### config.mk
export PLATFORM = sky130hd
export DESIGN_NAME = ascii_integer_command_parser_top_flat
export DESIGN_NICKNAME = d
export VERILOG_FILES = /design/src/hdl/aicp_pkg.sv /design/src/hdl/aicp_if.sv /design/src/hdl/ascii_integer_command_parser_top.sv /design/src/flat_wrapper.sv
export SDC_FILE = /design/constraint.sdc
export NUM_CORES = 1
export LEC_CHECK = 0
export ABC_AREA = 0
export BUFFER_PORTS_ARGS = -buffer_cell sky130_fd_sc_hd__buf_2
export CELL_PAD_IN_SITES_DETAIL_PLACEMENT = 2
export CELL_PAD_IN_SITES_GLOBAL_PLACEMENT = 2
export CORE_ASPECT_RATIO = 1.25
export CORE_MARGIN = 2
export CORE_UTILIZATION = 41
export CTS_BUF_LIST = sky130_fd_sc_hd__clkbuf_4
export DETAILED_ROUTE_END_ITERATION = 7
export GPL_TIMING_DRIVEN = 0
export HOLD_SLACK_MARGIN = 0.12
export PLACE_DENSITY_LB_ADDON = 0.1
export SLEW_MARGIN = 20
export SYNTH_ARGS = -nofsm -noshare
export SYNTH_HDL_FRONTEND = slang
export SYNTH_SLANG_ARGS = --single-unit
### constraint.sdc
create_clock -name clk -period 10.5 [get_ports clk]
set_clock_uncertainty 0.2 [all_clocks]
set_input_delay 0.525 -clock clk [delete_from_list [all_inputs] [get_ports clk]]
set_output_delay 0.525 -clock clk [all_outputs]
set_load 0.02 [all_outputs]
### src/hdl/aicp_pkg.sv
// ----------------------------------------------------------------------------
// aicp_pkg
// Shared types and constants of the ascii integer command parser.
// ----------------------------------------------------------------------------
package aicp_pkg;

  // token scanner phases
  typedef enum logic [1:0] {
    PH_GAP    = 2'd0,
    PH_LEAD   = 2'd1,
    PH_DIGITS = 2'd2,
    PH_DONE   = 2'd3
  } phase_t;

  localparam logic [7:0] CH_DOLLAR = 8'h24;
  localparam logic [7:0] CH_SEMI   = 8'h3b;
  localparam logic [7:0] CH_SPACE  = 8'h20;
  localparam logic [7:0] CH_PLUS   = 8'h2b;
  localparam logic [7:0] CH_MINUS  = 8'h2d;
  localparam logic [7:0] CH_ZERO   = 8'h30;
  localparam logic [7:0] CH_NINE   = 8'h39;
  localparam logic [7:0] CH_TAB    = 8'h09;
  localparam logic [7:0] CH_CR     = 8'h0d;

  localparam int OUT_BITS = 16;

  // mode codes
  localparam int MODE_SWEEP    = 1;
  localparam int MODE_AIM_A    = 2;
  localparam int MODE_AIM_B    = 3;

endpackage

### src/hdl/aicp_if.sv
// ----------------------------------------------------------------------------
// aicp channel interfaces
// Valid/ready channels for received bytes and for applied register items.
// ----------------------------------------------------------------------------
interface aicp_in_if;
  logic       valid;
  logic       ready;
  logic [7:0] rx_byte;

  modport source (output valid, output rx_byte, input ready);
  modport sink   (input valid, input rx_byte, output ready);
endinterface

interface aicp_out_if;
  logic                                  valid;
  logic                                  ready;
  logic signed [aicp_pkg::OUT_BITS-1:0] mode;
  logic signed [aicp_pkg::OUT_BITS-1:0] min_angle;
  logic signed [aicp_pkg::OUT_BITS-1:0] max_angle;
  logic signed [aicp_pkg::OUT_BITS-1:0] angle_step;
  logic signed [aicp_pkg::OUT_BITS-1:0] aim_angle;

  modport source (output valid, output mode, output min_angle, output max_angle,
                  output angle_step, output aim_angle, input ready);
  modport sink   (input valid, input mode, input min_angle, input max_angle,
                  input angle_step, input aim_angle, output ready);
endinterface

### src/hdl/ascii_integer_command_parser_top.sv
// ----------------------------------------------------------------------------
// ascii_integer_command_parser_top
// Parses "$f0 f1 f2 f3;" frames of ascii integers and applies them as
// mode and angle registers.
// ----------------------------------------------------------------------------
// Usage:
//   in_ch carries one received byte per item. '$' opens a frame, spaces split
//   tokens, every ';' closes the frame and yields one item on out_ch holding
//   all five applied registers (mode, min/max/step angles, aim angle).
//   Other bytes produce no item.
// Timing:
//   a byte is registered in the input register when accepted and is processed
//   from there; a ';' loads the applied registers and raises the result valid
//   flag, unless an earlier result still waits untaken on out_ch.
//   One byte is taken per cycle unless a ';' waits for the result slot; the scanner
//   updates its token state once per byte, between the input register and the result register.
// Reset:
//   rst_n low clears frame and token state, the field store and the applied
//   registers to zero.
// Stall:
//   while a result waits on out_ch, bytes other than ';' keep flowing;
//   a following ';' waits in the input register until the result is taken.
// ----------------------------------------------------------------------------
module ascii_integer_command_parser_top #(
  parameter int MAX_FIELDS = 4,
  parameter int VALUE_BITS = 16
) (
  input  logic            clk,
  input  logic            rst_n,
  aicp_in_if.sink         in_ch,
  aicp_out_if.source      out_ch
);

  localparam int FCW   = $clog2(MAX_FIELDS + 1);
  localparam int IW    = (MAX_FIELDS > 1) ? $clog2(MAX_FIELDS) : 1;
  localparam int EFF_N = (MAX_FIELDS > 4) ? MAX_FIELDS : 4;
  localparam int XW    = (VALUE_BITS > aicp_pkg::OUT_BITS) ? VALUE_BITS : aicp_pkg::OUT_BITS;

  // input register
  logic                  s1_valid_r;
  logic [7:0]            s1_byte_r;

  // scanner state
  logic                  in_frame_r, in_frame_nxt;
  aicp_pkg::phase_t      phase_r, phase_nxt;
  logic                  neg_r, neg_nxt;
  logic [VALUE_BITS-1:0] acc_r, acc_nxt;
  logic [FCW-1:0]        fc_r, fc_nxt;
  logic [VALUE_BITS-1:0] store_r [MAX_FIELDS];

  // applied registers double as the result payload
  logic [VALUE_BITS-1:0] app_r [5];
  logic [VALUE_BITS-1:0] app_nxt [5];
  logic                  out_valid_r;

  logic                  is_dollar, is_semi, is_space, is_digit, is_blank;
  logic                  proc, do_commit, commit_wr, load_res;
  logic [VALUE_BITS-1:0] digit_val, commit_val;
  logic [VALUE_BITS-1:0] eff [EFF_N];

  assign is_dollar = (s1_byte_r == aicp_pkg::CH_DOLLAR);
  assign is_semi   = (s1_byte_r == aicp_pkg::CH_SEMI);
  assign is_space  = (s1_byte_r == aicp_pkg::CH_SPACE);
  assign is_digit  = (s1_byte_r inside {[aicp_pkg::CH_ZERO:aicp_pkg::CH_NINE]});
  assign is_blank  = (s1_byte_r inside {[aicp_pkg::CH_TAB:aicp_pkg::CH_CR]});
  assign digit_val = VALUE_BITS'(s1_byte_r - aicp_pkg::CH_ZERO);

  // a ';' may only move on when the result slot is free
  assign proc         = s1_valid_r && (!is_semi || !out_valid_r || out_ch.ready);
  assign in_ch.ready  = !s1_valid_r || proc;
  assign load_res     = proc && is_semi;

  assign commit_val = neg_r ? (VALUE_BITS'(0) - acc_r) : acc_r;
  assign commit_wr  = do_commit && (fc_r < FCW'(MAX_FIELDS));

  always_comb begin
    in_frame_nxt = in_frame_r;
    phase_nxt    = phase_r;
    neg_nxt      = neg_r;
    acc_nxt      = acc_r;
    fc_nxt       = fc_r;
    do_commit    = 1'b0;
    if (proc) begin
      if (is_dollar) begin
        in_frame_nxt = 1'b1;
      end else if (is_semi) begin
        do_commit    = in_frame_r && (phase_r != aicp_pkg::PH_GAP);
        in_frame_nxt = 1'b0;
        phase_nxt    = aicp_pkg::PH_GAP;
        neg_nxt      = 1'b0;
        acc_nxt      = '0;
        fc_nxt       = '0;
      end else if (in_frame_r) begin
        if (is_space) begin
          if (phase_r != aicp_pkg::PH_GAP) begin
            do_commit = 1'b1;
            phase_nxt = aicp_pkg::PH_GAP;
            neg_nxt   = 1'b0;
            acc_nxt   = '0;
            if (fc_r < FCW'(MAX_FIELDS)) begin
              fc_nxt = fc_r + FCW'(1);
            end
          end
        end else begin
          case (phase_r)
            aicp_pkg::PH_GAP, aicp_pkg::PH_LEAD: begin
              if (is_blank || s1_byte_r == aicp_pkg::CH_SPACE) begin
                phase_nxt = aicp_pkg::PH_LEAD;
              end else if (s1_byte_r == aicp_pkg::CH_PLUS) begin
                phase_nxt = aicp_pkg::PH_DIGITS;
              end else if (s1_byte_r == aicp_pkg::CH_MINUS) begin
                neg_nxt   = 1'b1;
                phase_nxt = aicp_pkg::PH_DIGITS;
              end else if (is_digit) begin
                acc_nxt   = digit_val;
                phase_nxt = aicp_pkg::PH_DIGITS;
              end else begin
                phase_nxt = aicp_pkg::PH_DONE;
              end
            end
            aicp_pkg::PH_DIGITS: begin
              if (is_digit) begin
                acc_nxt = (acc_r << 3) + (acc_r << 1) + digit_val;
              end else begin
                phase_nxt = aicp_pkg::PH_DONE;
              end
            end
            default: begin
              phase_nxt = phase_r;
            end
          endcase
        end
      end
    end
  end

  // field view seen by the closing ';', including a token committed by it
  always_comb begin
    for (int k = 0; k < EFF_N; k++) begin
      eff[k] = '0;
    end
    for (int k = 0; k < MAX_FIELDS; k++) begin
      eff[k] = (commit_wr && fc_r == FCW'(k)) ? commit_val : store_r[k];
    end
  end

  always_comb begin
    for (int k = 0; k < 5; k++) begin
      app_nxt[k] = app_r[k];
    end
    app_nxt[0] = eff[0];
    if (eff[0] == VALUE_BITS'(aicp_pkg::MODE_SWEEP)) begin
      app_nxt[1] = eff[1];
      app_nxt[2] = eff[2];
      app_nxt[3] = eff[3];
    end else if (eff[0] == VALUE_BITS'(aicp_pkg::MODE_AIM_A) ||
                 eff[0] == VALUE_BITS'(aicp_pkg::MODE_AIM_B)) begin
      app_nxt[4] = eff[1];
    end
  end

  always_ff @(posedge clk) begin
    if (!rst_n) begin
      s1_valid_r <= 1'b0;
    end else if (in_ch.valid && in_ch.ready) begin
      s1_valid_r <= 1'b1;
    end else if (proc) begin
      s1_valid_r <= 1'b0;
    end
  end

  always_ff @(posedge clk) begin
    if (in_ch.valid && in_ch.ready) begin
      s1_byte_r <= in_ch.rx_byte;
    end
  end

  always_ff @(posedge clk) begin
    if (!rst_n) begin
      in_frame_r <= 1'b0;
      phase_r    <= aicp_pkg::PH_GAP;
      neg_r      <= 1'b0;
      acc_r      <= '0;
      fc_r       <= '0;
      for (int k = 0; k < MAX_FIELDS; k++) begin
        store_r[k] <= '0;
      end
      for (int k = 0; k < 5; k++) begin
        app_r[k] <= '0;
      end
    end else begin
      in_frame_r <= in_frame_nxt;
      phase_r    <= phase_nxt;
      neg_r      <= neg_nxt;
      acc_r      <= acc_nxt;
      fc_r       <= fc_nxt;
      if (proc && commit_wr) begin
        store_r[fc_r[IW-1:0]] <= commit_val;
      end
      if (load_res) begin
        for (int k = 0; k < 5; k++) begin
          app_r[k] <= app_nxt[k];
        end
      end
    end
  end

  always_ff @(posedge clk) begin
    if (!rst_n) begin
      out_valid_r <= 1'b0;
    end else if (load_res) begin
      out_valid_r <= 1'b1;
    end else if (out_ch.ready) begin
      out_valid_r <= 1'b0;
    end
  end

  assign out_ch.valid      = out_valid_r;
  assign out_ch.mode       = aicp_pkg::OUT_BITS'(XW'(app_r[0]));
  assign out_ch.min_angle  = aicp_pkg::OUT_BITS'(XW'(app_r[1]));
  assign out_ch.max_angle  = aicp_pkg::OUT_BITS'(XW'(app_r[2]));
  assign out_ch.angle_step = aicp_pkg::OUT_BITS'(XW'(app_r[3]));
  assign out_ch.aim_angle  = aicp_pkg::OUT_BITS'(XW'(app_r[4]));

endmodule

### src/flat_wrapper.sv
// flat-port wrapper written by rule: the top's interface ports become plain ports
module ascii_integer_command_parser_top_flat 
#(
  parameter int MAX_FIELDS = 4,
  parameter int VALUE_BITS = 16
)
  (clk, rst_n, in_ch_valid, in_ch_rx_byte, in_ch_ready, out_ch_valid, out_ch_mode, out_ch_min_angle, out_ch_max_angle, out_ch_angle_step, out_ch_aim_angle, out_ch_ready);
  aicp_in_if in_ch_i ();
  aicp_out_if out_ch_i ();
  input  logic clk;
  input  logic rst_n;
  input wire logic [$bits(in_ch_i.valid)-1:0] in_ch_valid;
  input wire logic [$bits(in_ch_i.rx_byte)-1:0] in_ch_rx_byte;
  output wire logic [$bits(in_ch_i.ready)-1:0] in_ch_ready;
  output wire logic [$bits(out_ch_i.valid)-1:0] out_ch_valid;
  output wire logic [$bits(out_ch_i.mode)-1:0] out_ch_mode;
  output wire logic [$bits(out_ch_i.min_angle)-1:0] out_ch_min_angle;
  output wire logic [$bits(out_ch_i.max_angle)-1:0] out_ch_max_angle;
  output wire logic [$bits(out_ch_i.angle_step)-1:0] out_ch_angle_step;
  output wire logic [$bits(out_ch_i.aim_angle)-1:0] out_ch_aim_angle;
  input wire logic [$bits(out_ch_i.ready)-1:0] out_ch_ready;
  assign in_ch_i.valid = in_ch_valid;
  assign in_ch_i.rx_byte = in_ch_rx_byte;
  assign in_ch_ready = in_ch_i.ready;
  assign out_ch_valid = out_ch_i.valid;
  assign out_ch_mode = out_ch_i.mode;
  assign out_ch_min_angle = out_ch_i.min_angle;
  assign out_ch_max_angle = out_ch_i.max_angle;
  assign out_ch_angle_step = out_ch_i.angle_step;
  assign out_ch_aim_angle = out_ch_i.aim_angle;
  assign out_ch_i.ready = out_ch_ready;
  ascii_integer_command_parser_top #(.MAX_FIELDS(MAX_FIELDS), .VALUE_BITS(VALUE_BITS)) u_core (.clk(clk), .rst_n(rst_n), .in_ch(in_ch_i), .out_ch(out_ch_i));
endmodule
After elaboration in Yosys (flattened, before gate mapping)

Memory sizes are Yosys's and may differ from the RTL's.
Index checks and enable logic that the tools add are counted.

Magnitude comparators: 5
Eq/ne operators: 22
Reductions and logical operators: 40
Bitwise logic cells: 6
Mux-type cells: 68
$add $sub $neg: 5

Operators with widths:

| operator                                                                             | count |
|---|---|
| 16-bit two-way mux                                                                   | 22 |
| 48-bit two-way mux                                                                   | 1 |
| 8-bit by 6-bit == test with 1-bit output (second input constant)                     | 5 |
| 16-bit adder                                                                         | 2 |
| 16-bit by 2-bit == test with 1-bit output (second input constant)                    | 2 |
| 16-bit one-hot mux with 2 select lines                                               | 1 |
| 1-bit two-way mux                                                                    | 29 |
| 2-bit two-way mux                                                                    | 9 |
| 16-bit by 1-bit == test with 1-bit output (second input constant)                    | 1 |
| 4-bit by 2-bit != test with 1-bit output (second input constant)                     | 4 |
| 2-bit nonzero test                                                                   | 8 |
| 16-bit OR reduction                                                                  | 1 |
| 1-bit by 16-bit subtractor with 16-bit output (first input constant)                 | 1 |
| 3-bit two-way mux                                                                    | 5 |
| 1-bit logical AND                                                                    | 12 |
| 6-bit AND reduction                                                                  | 2 |
| 10-bit AND reduction                                                                 | 1 |
| 8-bit by 6-bit subtractor with 9-bit output (second input constant)                  | 1 |
| 8-bit by 4-bit greater-or-equal comparator with 1-bit output (second input constant) | 1 |
| 8-bit by 6-bit greater-or-equal comparator with 1-bit output (second input constant) | 1 |
| 8-bit by 4-bit <= comparator with 1-bit output (second input constant)               | 1 |
| 8-bit by 6-bit <= comparator with 1-bit output (second input constant)               | 1 |
| 4-bit by 1-bit != test with 1-bit output (second input constant)                     | 2 |
| 8-bit AND reduction                                                                  | 1 |
| other kinds (19)                                                                     | 32 |

Bits in registers: 33
Memories kept: 2
RAM bits: 144
Input bits: 12
Output and inout port bits: 82
Logic and storage cells: 156

Memories:

| name           | depth | width | read ports | clocked after memory_dff | wr ports | RTL line                               | RTL |
|---|---|---|---|---|---|---|---|
| u_core.app_r   | 5     | 16    | 5          | 0                        | 5        | ascii_integer_command_parser_top.sv:52 | `logic [VALUE_BITS-1:0] app_r [5];` |
| u_core.store_r | 4     | 16    | 4          | 0                        | 4        | ascii_integer_command_parser_top.sv:49 | `logic [VALUE_BITS-1:0] store_r [MAX_FIELDS];` |

Longest topological paths before layout

Gate-level depths: netlist of run 1.

Depth after elaboration: 15
Depth in mapped cells: 12
Depth with buffers taken out: 12

Worst setup path before layout of run 1

No wires, ideal clock.

Kind: reg-to-reg
Start: register u_core.s1_byte_r[4]
End: memory u_core.app_r[1][0] (netlist: u_core.app_r[0][16]) (enable)
Data arrival time: 7.021 ns
Path buffers: 1
Setup time: 0.573 ns
Stages on the path, launching flop included: 10
Setup slack: 2.706 ns
Period minus slack after synthesis: 7.794 ns
Cells stage by stage: edfxtp_1 -> inv_1 -> ha_1 -> or4b_4 -> a2111oi_4 -> and4_1 -> buf_2 -> and4_1 -> a41oi_1 -> nor4_1

RTL lines:

| element                | RTL line                                | RTL |
|---|---|---|
| from (decl)            | ascii_integer_command_parser_top.sv:41  | `logic [7:0] s1_byte_r;` |
| from (signal assigned) | ascii_integer_command_parser_top.sv:174 | `s1_byte_r <= in_ch.rx_byte;` |
| to (decl)              | ascii_integer_command_parser_top.sv:52  |  |

==> results of run 1 <==
==> registers in the layout (all words and copies together) (netlist names) <==
name	flops
u_core.acc_r	16
u_core.out_ch.valid	1
u_core.s1_valid_r	1
u_core.s1_byte_r	8
u_core.app_r	80
u_core.in_frame_r	1
u_core.neg_r	1
u_core.fc_r	3
u_core.store_r	64
u_core.phase_r	2
==> cell usage in the layout, fill, tap and decap left out, types with 11 or more instances in the layout <==
cell / count
nor2_1: 155
edfxtp_1: 152
buf_2: 114
a211oi_1: 65
nand2_1: 37
clkbuf_1: 29
a21oi_1: 25
dfxtp_1: 25
inv_1: 24
ha_1: 24
nand3_1: 18
clkbuf_4: 17
nor3_1: 15
o21ai_0: 15
fa_1: 13
dlygate4sd3_1: 11
==> layer usage <==
layer	routed length, um	vias to the layer above	part of all wire, %
met5	0	-	0
met3	694	37	2.5
met2	15500	148	56
met1	10880	3387	39
met4	667	0	2.4
li1	-	3127	-
==> worst max-delay path, delay by kind of cell, from the launching register on <==
kind	cells	cell delay [ps]
XOR/XNOR	1	990
AO/OA/AOI/OAI	2	700
buffers and inverters	4	1040
AND/OR/NAND/NOR	3	1710
flip-flops	1	360
==> stage by stage <==
stage	setup slack (ps)	cells	hold WS, ps
2_1_floorplan	2706	776	273.4
3_3_place_gp	458.5	1143	305.1
3_5_place_dp	5044	1152	321.4
4_1_cts	5017	1195	263.8
5_1_grt	4929	1196	273.0
6_report	5209	1196	272.0
==> logic make-up after synthesis <==
kind of cell / share of synthesized area, %
compound gates: 13.31
xor+xnor: 2.392
fa+ha+maj: 6.379
buf+inv: 3.659
flops: 57.64
mux: 0.9113
simple gates: 15.71
==> cell type report <==
| class | instances | area [um2] |
|---|---|---|
| Antenna cell | 1 | 2.502 |
| Clock inverter | 15 | 185.2 |
| Buffer | 49 | 224.0 |
| Inverter | 26 | 97.59 |
| Tap cell | 274 | 342.8 |
| Sequential cell | 177 | 5065 |
| Clock buffer | 17 | 127.6 |
| Timing Repair Buffer | 113 | 625.6 |
| Multi-Input combinational cell | 524 | 3520 |
| Fill cell | 2205 | 10780 |
==> path summary, 6_finish.rpt <==
check | startpoint | end | cells past startpoint
max | u_core.acc_r[6]$_SDFFE_PN0P_ | u_core.app_r[0][55]$_SDFFCE_PN0P_ | 10
min | rst_n | u_core.store_r[3][3]$_DFFE_PP_ | 3
max reg2reg | u_core.acc_r[6]$_SDFFE_PN0P_ | u_core.app_r[0][55]$_SDFFCE_PN0P_ | 10
min reg2reg | u_core.in_frame_r$_SDFFE_PN0P_ | u_core.in_frame_r$_SDFFE_PN0P_ | 2
==> where the power goes <==
group / total [mW] / switching, mW / internal (mW)
Clock: 0.403 / 0.288 / 0.114
Combinational: 0.0946 / 0.0632 / 0.0314
Sequential: 0.790 / 0.0102 / 0.779
==> results by group, run 1 <==
Status
  • Outcome: finished clean

Logic synthesis
  • Mapped Avg Cell Area: 11.32 um2
  • Mapped Cells: ~780
  • Cell type with the largest total area after synthesis: edfxtp_1
  • Yosys warns: 0
  • Count leader, synth: nor2_1
  • Post-synth top cells: nor2_1 (155), edfxtp_1 (152), a211oi_1 (65)
  • Post-synth top area share: 51.94%
  • Synth unique cells: 66
  • Yosys reg bits: around 180
  • Synth Flop Type: edfxtp_1
  • Register area share after synthesis: 57.64%
  • Syn Nets: approximately 830
  • Synth area leaders: edfxtp_1 (52%), nor2_1 (6.6%), dfxtp_1 (5.7%)
  • Post-synth EDFFs: 152
  • Mapped cell area: 0.008787 mm2
  • Asr flop ratio synth: 0%

Pwr
  • Pleak: 3.721 nW
  • P per Cell Area: ~130 mW/mm2
  • Pwr Total: 1.287 mW
  • Worst vdd ir: about 54 uV

CTS
  • CTS Hold Bufs: 11
  • CTS buffer count: 17
  • Root Buffer Master: clkbuf_4
  • Clk pin slew, worst setup/hold paths: 200 ps
  • Setup Fix Bufs, Post-CTS: 0
  • Clock Path Buffers: 2
  • TritonCTS clock tree: built
  • Clk sink count: 177
  • CTS resizes: 0
  • Worst skew pair latency: 610 ps
  • H-tree levels: 4

Setup path
  • CP arrival: between 5000 and 6000 ps
  • CP Class: reg -> reg
  • R2r setup slk: between 5000 and 6000 ps
  • Crit path top cell by count: buf_2
  • Worst stage delay on the critical path: 990 ps
  • CP max stage cell: xor2_1
  • Element type at the critical path start: register
  • Critical Path RT: 10630 ps
  • CP Capture Type: register
  • Crit path max fanout: 9
  • Crit path cell chain: clkbuf_1, nor4_1, nand4_1, o31ai_1, xor2_1, a41oi_1, nor4_2, buf_4, buf_2, buf_2

GRT
  • Vias in the first global route: 7523
  • Largest net degree at the start of global routing: 21
  • Met3 usage: 3.239%
  • Antenna violations before repair: 1
  • Met2 Use GR: between 40 and 50%
  • GRT busiest layer: met2
  • GRT Overall Usage: 25.24%
  • First-pass GRT wire length: 43.42 mm
  • Grt ovf: 0
  • GR Util met1: 27.76%

STA
  • Final Slew Violations: 0
  • Slew margin rel.: 17.04%
  • Final setup violation count: 0
  • Final period util: about half
  • Final min period: ~5300 ps
  • Max Fclk: 0.1890 GHz
  • Tightest Pin Transition: roughly 1200 ps
  • RSZ-0062 raised after global routing: false
  • Final hold violations: 0
  • Setup TNS: 0 ps

Die
  • Die Area: 0.02263 mm2
  • Placeable core area: 0.02097 mm2
  • Horiz. Die Dim: 134.9 um
  • Starting Density: 41.91%
  • Die height: roughly 170 um
  • Cell Rows: 59
  • Io pins: 94

Route
  • # DRC: 0
  • Routed vias: 6699
  • TritonRoute pass-1 iters: 4
  • WL per Instance: 23.19 um
  • Via/cell ratio: roughly 5.6
  • Routed Antenna Nets: 0
  • 1st-iter DRT viols: between 200 and 300
  • Routed WL: 27.73 mm

Placed design
  • DP Area: 0.009701 mm2
  • HPWL after DPL: 21.33 mm
  • Count of input and output buffers: 93
  • GP Congestion: 0.7917

Final layout
  • Design area: 0.01019 mm2
  • Layout cells sized above 1: 19.54%
  • Final core occ: 48.60%
  • Area grow syn2layout: 15.96%
  • # nets final: 957

Run
  • Max-Cap Viols: 0

Worst hold path
  • HP Class: in -> reg
Power figures use the tool's default switching activity.
==> run 2: changes to the inputs <==
Clock period 10.5 ns to 5.35 ns, I/O delays scaled along.
==> run 2 against run 1 <==
  * Flip-flop and latch count did not move
  * Via count rose by 0.67%
  * Sequential share of layout area fell by 0.055 points
  * Critical endpoint is now u_core.app_r[0][35]$_SDFFCE_PN0P_
  * Largest power group unchanged
==> results by group, run 2 (same netlist as run 1, synthesis figures left out) <==
Final layout
  • Largest registers: u_core.app_r: 80 flops, u_core.store_r: 64 flops, u_core.acc_r: 16 flops
  • Reg with most FFs: u_core.app_r
  • Area grow syn2layout: 16.09%
  • Final core occ: 48.66%
  • Design area: ~0.01 mm2
  • Max reg flops: 80
  • Most common cell after layout, fill and taps aside: nor2_1
  • # fillers: between 2000 and 2500
  • # nets final: 956
  • Layout cells sized above 1: roughly a fifth
  • Most frequent cells in the layout: nor2_1 (155), edfxtp_1 (152), buf_2 (108), a211oi_1 (65), nand2_1 (37)
  • Non-filler cells, final: approximately 1200

CTS
  • CTS buffer count: 17
  • H-tree levels: 4
  • CTS Hold Bufs: 12
  • TritonCTS clock tree: built
  • CTS resizes: 0
  • Clock Path Buffers: 2
  • Clk sink count: 177
  • Clk pin slew, worst setup/hold paths: 170 ps
  • Setup Fix Bufs, Post-CTS: 0
  • Root Buffer Master: clkbuf_4
  • Worst skew pair latency: just under 600 ps

Route
  • Routed WL: 27.57 mm
  • Routed vias: 6744
  • Routed Antenna Nets: 0
  • # DRC: 0
  • 1st-iter DRT viols: 330
  • TritonRoute pass-1 iters: 4
  • Via/cell ratio: 5.644
  • WL per Instance: roughly 23 um

Setup path
  • CP Capture Type: register
  • Critical Path RT: 5470 ps
  • R2r setup slk: 880 ps
  • Crit path max fanout: 15
  • CP arrival: approximately 4600 ps
  • CP Class: reg -> reg
  • Element type at the critical path start: register

STA
  • Tightest Pin Transition: 1199 ps
  • Final Slew Violations: 0
  • Final period util: 83.63%
  • Slew margin rel.: 19.76%
  • Final min period: approximately 4500 ps
  • Max Fclk: 0.2235 GHz
  • Final hold violations: 0
  • Final setup violation count: 0
  • Setup TNS: 0 ps
  • RSZ-0062 raised after global routing: false

Die
  • Io pins: 94
  • Die Area: 0.02263 mm2
  • Cell Rows: 59
  • Horiz. Die Dim: roughly 130 um
  • Starting Density: 41.91%
  • Die height: 167.7 um
  • Placeable core area: 0.02097 mm2

Pwr
  • Clk pwr share: a little under a third
  • Sw frac: 27.67%
  • Pleak: 3.715 nW
  • Psw: 695.0 uW
  • Sequential power share: 61.7%
  • Worst vdd ir: between 100 and 150 uV
  • Power share of the combinational group: around 7.5%
  • P_int: 1.817 mW
  • P per Cell Area: approximately 250 mW/mm2

Placed design
  • GP Congestion: 0.8038
  • DP Cell Count: 1150
  • Count of input and output buffers: 93
  • DP Area: between 0.009 and 0.01 mm2
  • HPWL after DPL: about 21 mm

Status
  • Outcome: finished clean

GRT
  • Antenna violations before repair: 1
  • Largest net degree at the start of global routing: 20
  • GRT Overall Usage: 25.27%
  • Grt ovf: 0
  • First-pass GRT wire length: 43.28 mm
  • Vias in the first global route: 7407

Worst hold path
  • HP Class: in -> reg

Run
  • Max-Cap Viols: 0
-- run 2: cell types whose count changed in the layout (fill, tap and decap cells not counted), moves of 2 or more --
cell,change
buf_2,-6
buf_6,+2
clkinv_4,+2
clkinv_8,-2
inv_8,+2
-- run 2: final cells by class --
class	instances	area (um2)	area share (%)
well taps	274	342.8	3.361
multi-input cells	524	3521	34.52
diodes	1	2.502	0.02453
inverters	26	97.59	0.9567
repair buffers	112	650.6	6.378
plain buffers	49	224.0	2.196
clock buffers	18	135.1	1.325
clock inverters	14	162.7	1.595
flip-flops and latches	177	5065	49.65
-- run 2: worst max-delay path, stage by stage (launching register included) --
cell and delay (ps):
dfxtp_1 390, clkbuf_1 300, inv_1 290, ha_1 340
nand4b_1 170, o41ai_1 450, xor2_2 660, a41oi_1 390
nor4_4 350, buf_6 210, buf_8 180, buf_4 240
-- run 2: power groups by stage --
stage	combinational (mW)	clock (mW)	sequential, mW
after floorplan	0.0942	0	1.60
after global placement	0.166	0	1.58
after detailed placement	0.181	0	1.58
after CTS	0.189	0.787	1.55
after global routing	0.206	0.833	1.55
final	0.187	0.775	1.55
-- run 2: path summary, 6_finish.rpt --
check,start,end,cells past startpoint
setup / recovery,u_core.acc_r[0]$_SDFFE_PN0P_,u_core.app_r[0][35]$_SDFFCE_PN0P_,11
hold / removal,in_ch_rx_byte[7],u_core.s1_byte_r[7]$_DFFE_PP_,2
setup reg to reg,u_core.acc_r[0]$_SDFFE_PN0P_,u_core.app_r[0][35]$_SDFFCE_PN0P_,11
hold reg to reg,u_core.in_frame_r$_SDFFE_PN0P_,u_core.in_frame_r$_SDFFE_PN0P_,2
-- run 2: metal layers --
| metal | up-vias | share of wire, % | GRT usage, % |
|---|---|---|---|
| met3 | 44 | 3.4 | 3.512 |
| met4 | 0 | 2.8 | 8.379 |
| met2 | 169 | 55 | 48.22 |
| li1 | 3123 | - | - |
| met1 | 3408 | 39 | 28.55 |
| met5 | - | 0 | 0 |
-- run 2: stage by stage --
stage | hold WS [ps] | setup WS (ps) | total power, mW
2_1_floorplan | 166.4 | 629.2 | 1.690
3_3_place_gp | 245.1 | -736.3 | 1.742
3_5_place_dp | 246.6 | 481.0 | 1.762
4_1_cts | 128.9 | 438.3 | 2.526
5_1_grt | 130.6 | 581.7 | 2.593
6_report | 166.1 | 875.6 | 2.512
==> run 3: changes to the inputs <==
Clock period 5.35 ns to 4.19 ns, I/O delays scaled along.
==> run 3 against run 2 <==
  * Clock power is 27% higher
  * Final cell count rose by 1.7%
  * First-iteration DRC count fell by 9.7%
  * Sequential power increased by 28%
  * Non-clock buffer count is 20 higher
  * Critical path depth fell by 1
  * Cell area up 3.4%
  * Worst setup slack got worse by 640 ps
  * Critical path type unchanged
==> results by group, run 3 (same netlist as run 1, synthesis figures left out) <==
Status
  • Outcome: finished clean

STA
  • Final hold violations: 0
  • Tightest Pin Transition: 950.3 ps
  • RSZ-0062 raised after global routing: false
  • Final period util: 94.48%
  • Final min period: just under 4000 ps
  • Final setup violation count: 0
  • Slew margin rel.: between 30% and 40%
  • Hold WS: just under 400 ps
  • Final Slew Violations: 0
  • Final worst-path setup slack: about 230 ps
  • Max Fclk: around 0.25 GHz

Die
  • Cell Rows: 59
  • Horiz. Die Dim: 134.9 um
  • Die height: 167.7 um
  • Io pins: 94
  • Placeable core area: 0.02097 mm2
  • Starting Density: about two fifths
  • Die Area: 0.02263 mm2

Route
  • DR WL met3: around 970 um
  • Met2 routed WL: 15.90 mm
  • TritonRoute pass-1 iters: 7
  • Uppermost layer routed: met4
  • Routed Antenna Nets: 0
  • Met1 WL: 10.98 mm
  • # DRC: 0
  • Via/cell ratio: 5.708
  • 1st-iter DRT viols: 298
  • WL per Instance: about 24 um
  • Routed vias: 6935
  • Routed WL: between 20 and 30 mm

Final layout
  • Most frequent cells in the layout: nor2_1 (155), edfxtp_1 (152), buf_2 (106), a211oi_1 (65), nand2_1 (35)
  • Most common cell after layout, fill and taps aside: nor2_1
  • Largest registers: u_core.app_r: 80 flops, u_core.store_r: 64 flops, u_core.acc_r: 16 flops
  • Design area: 0.01055 mm2
  • Non-filler cells, final: 1215
  • Area grow syn2layout: 20.06%
  • Final core occ: about half
  • Layout cells sized above 1: 21.38%
  • # nets final: around 980
  • Reg with most FFs: u_core.app_r
  • Max reg flops: 80

GRT
  • First-pass GRT wire length: 44.85 mm
  • GRT Overall Usage: 26.28%
  • Antenna violations before repair: 1
  • Vias in the first global route: between 7000 and 8000
  • Largest net degree at the start of global routing: 20
  • Grt ovf: 0

CTS
  • H-tree levels: 4
  • Clk pin slew, worst setup/hold paths: 160 ps
  • Clock Path Buffers: 2
  • TritonCTS clock tree: built
  • Clk sink count: ~180
  • Root Buffer Master: clkbuf_4
  • Worst skew pair latency: 600 ps
  • CTS buffer count: 17

Pwr
  • Worst vdd ir: 173.7 uV
  • Power share of the combinational group: under 10%
  • Psw: 886.3 uW
  • P_int: 2.324 mW
  • P per Cell Area: ~300 mW/mm2
  • Pleak: 3.825 nW
  • Clk pwr share: 30.6%
  • Sw frac: 27.60%
  • Sequential power share: 61.6%

Setup path
  • Crit path cell chain: inv_2, ha_1, or4b_4, a2111oi_4, buf_4, nand4_2, or3_1, buf_2, buf_2, nand2_1
  • CP arrival: 4010 ps
  • FF-to-FF path depth: 10
  • Crit path max fanout: 16
  • CP Class: reg -> reg
  • CP max stage cell: nand2_1
  • Worst stage delay on the critical path: 530 ps
  • R2r startpoint: u_core.s1_byte_r[4]$_DFFE_PP_
  • R2r setup slk: 230 ps
  • Worst R2R End: u_core.store_r[1][9]$_SDFFCE_PN0P_
  • Element type at the critical path start: register
  • Critical Path RT: 4240 ps
  • Crit path top cell by count: buf_2
  • CP Capture Type: register

Worst hold path
  • HP Class: reg -> reg
  • Worst Hold End: u_core.in_frame_r$_SDFFE_PN0P_
  • Hold Path Stages: 2
  • Min-delay src: u_core.in_frame_r$_SDFFE_PN0P_

Placed design
  • HPWL after DPL: 21.81 mm
  • DP Area: 0.009739 mm2
  • Pre-CTS setup slack: -1198 ps
  • GP Congestion: 0.8118
  • Count of input and output buffers: 93
  • DP Cell Count: 1148

Run
  • Max-Cap Viols: 0
==> run 3: cell types whose count changed in the layout (fill, tap and decap cells not counted), moves of 2 or more <==
cell           delta
clkinv_4          -2
a31oi_2           +2
nand2_1           -2
nor4_4            +3
xnor2_4           +7
dlygate4sd3_1     +8
buf_2             -2
xnor2_2           -6
nand2_2           +2
buf_4            +15
nor4_2            -2
clkinvlp_4        +2
a31oi_1           -2
==> run 3: worst max-delay path, delay by kind of cell (launching register included) <==
kind | cells | cell delay (ps)
simple gates | 4 | 1670
compound gates | 1 | 450
buf+inv | 4 | 670
flops | 1 | 460
fa+ha+maj | 1 | 160
==> run 3: worst max path at each step <==
stage | from | slack, ps | end
6_report | u_core.s1_byte_r[4]$_DFFE_PP_ | 230 | u_core.store_r[1][9]$_SDFFCE_PN0P_
5_1_grt | u_core.s1_byte_r[4]$_DFFE_PP_ | 7 | u_core.store_r[1][11]$_SDFFCE_PN0P_
4_1_cts | u_core.s1_byte_r[4]$_DFFE_PP_ | 3 | u_core.app_r[0][52]$_SDFFCE_PN0P_
3_5_place_dp | u_core.acc_r[0]$_SDFFE_PN0P_ | -1200 | u_core.app_r[0][55]$_SDFFCE_PN0P_
3_3_place_gp | u_core.acc_r[0]$_SDFFE_PN0P_ | -1640 | u_core.app_r[0][56]$_SDFFCE_PN0P_
2_1_floorplan | u_core.s1_byte_r[4]$_DFFE_PP_ | -300 | u_core.app_r[0][16]$_SDFFCE_PN0P_
==> run 3: cell type report <==
cell class              count  area [um2]
repair buffers            133       823.3
inverters                  26       101.3
well taps                 274       342.8
flip-flops and latches    177        5065
diodes                      1       2.502
clock buffers              18       135.1
plain buffers              48       220.2
multi-input cells         524        3699
clock inverters            14       161.4
fillers                  2138       10420
==> run 3: repair_timing <==
action,CTS,global route
resized for setup,19,7
hold buffers,20,0
endpoints found under the hold margin,31,0
setup endpoints to repair,112,58
pin swaps,4,4
setup buffers,7,10
==> run 3: metal layers <==
metal	vias to the layer above	global-route usage, %
li1	3167	-
met1	3497	28.80
met2	219	49.94
met3	52	3.906
met4	0	10.73
met5	-	0
==> run 3: power groups by stage <==
| stage | Sequential [mW] | Clock (mW) | Combinational (mW) |
|---|---|---|---|
| 2_1_floorplan | 2.04 | 0 | 0.121 |
| 3_3_place_gp | 2.01 | 0 | 0.211 |
| 3_5_place_dp | 2.02 | 0 | 0.232 |
| 4_1_cts | 1.98 | 0.991 | 0.251 |
| 5_1_grt | 1.98 | 1.05 | 0.274 |
| 6_report | 1.98 | 0.982 | 0.249 |
==> run 3: metrics by stage <==
stage               setup TNS [ps]  power (mW)
floorplan                   -14480       2.159
global placement            -96120       2.225
detailed placement          -53860       2.252
CTS                              0       3.221
global route                     0       3.310
finish                           0       3.211
